<file path="src/tkm_pkg.sv">
// Shared types and constants for the trie keyword matcher.
// Used by tkm_ctrl, tkm_datapath and trie_keyword_matcher; no dependencies.
package tkm_pkg;

    localparam int ROW_COUNT_DEF = 256;
    localparam int ALPHABET_DEF  = 256;

    localparam logic [15:0] COUNT_MAX = 16'hFFFF;

    // request command codes
    localparam logic [1:0] CMD_CLEAR  = 2'd0;
    localparam logic [1:0] CMD_INSERT = 2'd1;
    localparam logic [1:0] CMD_LOOKUP = 2'd2;

    // result status codes
    localparam logic [1:0] ST_OK         = 2'd0;
    localparam logic [1:0] ST_MISS_FIRST = 2'd1;
    localparam logic [1:0] ST_MISS_LATER = 2'd2;
    localparam logic [1:0] ST_FULL       = 2'd3;

    // controller -> datapath
    typedef struct packed {
        logic clear_start;  // clear request accepted
        logic item_start;   // insert/lookup request accepted, issue edge read
        logic sweep;        // clearing pass, one entry per cycle
        logic walk;         // edge data back, update walk state
        logic emit;         // load the result register
    } t_dp_cmd;

    // datapath -> controller
    typedef struct packed {
        logic sweep_done;
        logic last;
        logic out_free;
    } t_dp_status;

endpackage

</file>
<file path="src/tkm_ctrl.sv">
// Sequencer for the trie keyword matcher: clearing pass, byte walk, result.
// Depends on tkm_pkg.
module tkm_ctrl (
    input  logic                i_clk,
    input  logic                i_rst_n,
    input  logic                i_in_valid,
    input  logic [1:0]          i_command,
    output logic                o_in_ready,
    input  tkm_pkg::t_dp_status i_status,
    output tkm_pkg::t_dp_cmd    o_cmd
);

    typedef enum logic [3:0] {
        S_SWEEP  = 4'b0001,
        S_IDLE   = 4'b0010,
        S_WALK   = 4'b0100,
        S_RESULT = 4'b1000
    } t_state;

    t_state r_state;
    t_state n_state;
    logic   accept;
    logic   is_item;

    assign o_in_ready = (r_state == S_IDLE);
    assign accept     = i_in_valid && o_in_ready;
    assign is_item    = (i_command == tkm_pkg::CMD_INSERT) ||
                        (i_command == tkm_pkg::CMD_LOOKUP);

    always_comb begin
        o_cmd.clear_start = accept && (i_command == tkm_pkg::CMD_CLEAR);
        o_cmd.item_start  = accept && is_item;
        o_cmd.sweep       = (r_state == S_SWEEP);
        o_cmd.walk        = (r_state == S_WALK);
        o_cmd.emit        = (r_state == S_RESULT) && i_status.out_free;
    end

    always_comb begin
        n_state = r_state;
        unique case (r_state)
            S_SWEEP: begin
                if (i_status.sweep_done) n_state = S_IDLE;
            end
            S_IDLE: begin
                if (o_cmd.clear_start) begin
                    n_state = S_SWEEP;
                end else if (o_cmd.item_start) begin
                    n_state = S_WALK;
                end
            end
            S_WALK: begin
                n_state = i_status.last ? S_RESULT : S_IDLE;
            end
            S_RESULT: begin
                if (i_status.out_free) n_state = S_IDLE;
            end
            default: n_state = S_SWEEP;
        endcase
    end

    always_ff @(posedge i_clk) begin
        if (!i_rst_n) begin
            r_state <= S_SWEEP;
        end else begin
            r_state <= n_state;
        end
    end

endmodule

</file>
<file path="config.mk">
export PLATFORM = sky130hd
export DESIGN_NAME = tkm_ctrl
export DESIGN_NICKNAME = d
export VERILOG_FILES = /design/src/tkm_pkg.sv /design/src/tkm_ctrl.sv
export SDC_FILE = /design/constraint.sdc
export NUM_CORES = 1
export LEC_CHECK = 0
export BUFFER_PORTS_ARGS = -buffer_cell sky130_fd_sc_hd__buf_2
export CAP_MARGIN = 10
export CORE_AREA = 2 2 39 41
export DETAILED_ROUTE_END_ITERATION = 7
export DIE_AREA = 0 0 41 43
export PLACE_DENSITY = 0.58
export SETUP_SLACK_MARGIN = 0.4
export SLEW_MARGIN = 20
export SYNTH_ARGS = -nofsm -noshare
export SYNTH_HDL_FRONTEND = slang
export SYNTH_SLANG_ARGS = --single-unit
</file>
<file path="constraint.sdc">
create_clock -name i_clk -period 2.7 [get_ports i_clk]
set_input_delay 0.54 -clock i_clk [delete_from_list [all_inputs] [get_ports i_clk]]
set_output_delay 0.54 -clock i_clk [all_outputs]
set_load 0.005 [all_outputs]
</file>
==> results.py <==
metrics = {
    "detailed_routing": {
        "drtPass1Iterations": 4,
        "vias": 329,
        "wl_per_cell_um": 10.6,
        "drc": 0,
        "routed_wl_um": 722,
        "antenna_left": 0,
        "drt-initial-drc-count": 11,
        "viasPerCell": 4.84,
    },
    "timing": {
        "skew_ns": 0.00262,
        "max_freq_mhz": 496,
        "relSlewSlack_pct": 72.1,
        "fin_crit_ns": 2.01,
        "setup_violations": 0,
        "worstMarginPinSlew_ns": 0.418,
        "rsz0062_at_grt": "false",
        "hold_violations": 0,
        "maxSlewViolCount": 0,
        "period_share_pct": 74.6,
        "setup-tns-final_ns": 0,
    },
    "setup_path": {
        "end_kind": "output port",
        "worstRegToRegCells": 3,
        "path_max_fanout": 8,
        "crit_type": "reg -> out",
        "startpoint": "r_state[1]",
        "r2r_slack_ns": 1.16,
        "required_ns": 2.16,
        "worstReg2RegEnd": "r_state[2]",
        "endpoint": "o_cmd[3]",
        "arrival_ns": 1.47,
        "critPathLaunchType": "flop",
        "reg2reg_from": "r_state[0]",
    },
    "yosys": {
        "synth-seq-cells": 4,
        "synth_top_area_share_pct": 23.7,
        "synth_area_um2": 338,
        "synth_cell_type_count": 27,
        "synth-edff-count": 0,
        "synth_commonest_cells": "dfxtp_1 (4), inv_1 (4), nand2_1 (3)",
        "synth.area.top_cells": "dfxtp_1 (24%), a211oi_2 (7.4%), or3b_1 (5.2%)",
        "synth_fp_nets": 49,
        "yosysTopAreaCell": "dfxtp_1",
        "synth_cells": 40,
        "synth-async-reset-ratio_pct": 0,
        "syn_area_per_cell_um2": 8.45,
        "synth_seq_area_share_pct": 23.7,
        "synth_ff_type": "dfxtp_1",
        "ys_warn_count": 0,
    },
    "die": {
        "rows": 14,
        "dieArea_um2": 1760,
        "ios": 14,
        "initial_utilization_pct": 24.4,
        "core_area_um2": 1380,
        "die_w_um": 41,
        "die_h_um": 43,
    },
    "layout": {
        "reg.largest.list": "r_state: 4 flops",
        "antenna_cells": 0,
        "fin_util_pct": 30.1,
        "syn_to_final_growth_pct": 23.3,
        "fin_nets": 63,
        "regMostFlops": "r_state",
        "drive_gt1_share_pct": 40.4,
        "largest_reg_flops": 4,
        "fillerInstances": 158,
    },
    "global_route": {
        "grt_most_used_layer": "met1",
        "antenna_found_initial": 0,
        "use_met1_pct": 14.5,
        "grt_max_degree": 12,
        "grt_pass1_vias": 289,
        "use_met3_pct": 4.71,
        "met2_usage_pct": 13.1,
        "track_usage_pct": 10.5,
        "grt_pass1_wl_um": 1240,
        "overflow": 0,
    },
    "cts": {
        "clock-sinks": 4,
        "cts-root-buf": "clkbuf_4",
        "cts_repair_resize_count": 0,
        "postCtsSetupRepairBufs": 0,
        "clock_path_buffers": 2,
        "cts_tree": "built",
        "numCtsBuffers": 3,
        "cts_hold_buf": 0,
        "clock_latency_ns": 0.24,
        "clk_pin_slew_ns": 0.04,
        "h-tree-depth": 1,
    },
    "placement": {
        "place_congestion": 0.643,
        "io_buffers": 13,
        "dp.final_hpwl_um": 551,
    },
    "power_and_ir_drop": {
        "power.density_nw_per_um2": 425,
        "vdd.ir_drop.worst_v": 0.000125,
        "p_leak_uw": 0.000191,
        "pwr-share-comb_pct": 17.6,
        "clock_power_share_pct": 42.8,
        "p_sw_uw": 47.2,
        "switching_share_pct": 26.7,
        "intPower_uw": 130,
        "pwr-share-seq_pct": 39.6,
    },
    "run_status": {
        "outcome": "finished clean",
    },
    "worst_hold_path": {
        "min_path_type": "in -> reg",
    },
    "run": {
        "drv_cap": 0,
    },
}
layer usage:
layer  vias to the layer above  routed length (um)
met2                        18                 290
li1                        171                   -
met5                         -                   0
met1                       138                 335
met4                         0                  17
met3                         2                  79
kinds of logic (layout without fill, tap and decap cells):
| kind of cell | Yosys count | after routing | synth area share, % |
|---|---|---|---|
| buffers and inverters | 8 | 20 | 13.0 |
| DFF | 4 | 4 | 23.7 |
| AOI/OAI and AO/OA | 8 | 8 | 21.9 |
| and+or+nand+nor | 19 | 19 | 37.8 |
| adders and majority gates | 1 | 1 | 3.70 |
worst min-delay path by stage:
stage	cells after the start	start	to	slack [ns]
floorplan	2	r_state[0]	r_state[3]	0.52
global placement	1	r_state[1]	r_state[3]	0.61
detailed placement	1	r_state[1]	r_state[3]	0.61
CTS	2	i_rst_n	r_state[0]	0.51
global route	2	i_rst_n	r_state[0]	0.53
finish	2	i_rst_n	r_state[0]	0.52
stage by stage:
stage	std cells	hold WS (ns)	power, uW	setup slack (ns)	cell area (um^2)
global route	68	0.532	188	0.530	417
finish	68	0.517	177	0.685	417
global placement	65	0.612	102	0.922	394
CTS	68	0.512	180	0.678	417
floorplan	40	0.523	91.4	1.10	338
detailed placement	65	0.606	102	0.903	394
layout by cell type (no fill, tap or decap):
cell and n:
nand2b_1 1, o221a_2 1, or2b_1 1, o21a_1 1
a211oi_2 2, dfxtp_1 4, ha_1 1, o21ai_0 1
and3_1 2, or3b_1 2, nor4b_2 1, a311oi_1 1
clkbuf_4 3, nor3_1 2, a31oi_1 1, a311o_1 1
buf_2 13, and2_1 1, nand3_1 1, nor4_1 2
nand2_1 3, nand3b_1 1, nor3b_1 1, inv_1 4
or3b_2 1
final cells by class:
class	count	area [um^2]	share of cell area, %
Multi-Input combinational cell	28	214	51.4
Sequential cell	4	80.1	19.2
Timing Repair Buffer	13	65.1	15.6
Clock buffer	3	22.5	5.41
Tap cell	16	20.0	4.80
Inverter	4	15.0	3.60
worst max-delay path, cell delays in order (launching register included):
cell and delay [ns]:
dfxtp_1 0.46, nor4b_2 0.42, and3_1 0.24, buf_2 0.12
power groups by stage:
stage / logic, uW / registers (uW) / clock network [uW]
after floorplan: 27.3 / 64.1 / 0
after global placement: 30.8 / 70.9 / 0
after detailed placement: 31.2 / 70.8 / 0
after CTS: 31.3 / 70.0 / 79.0
after global routing: 35.2 / 71.1 / 82.1
final: 31.2 / 70.0 / 75.7
Power figures use the tool's default switching activity.
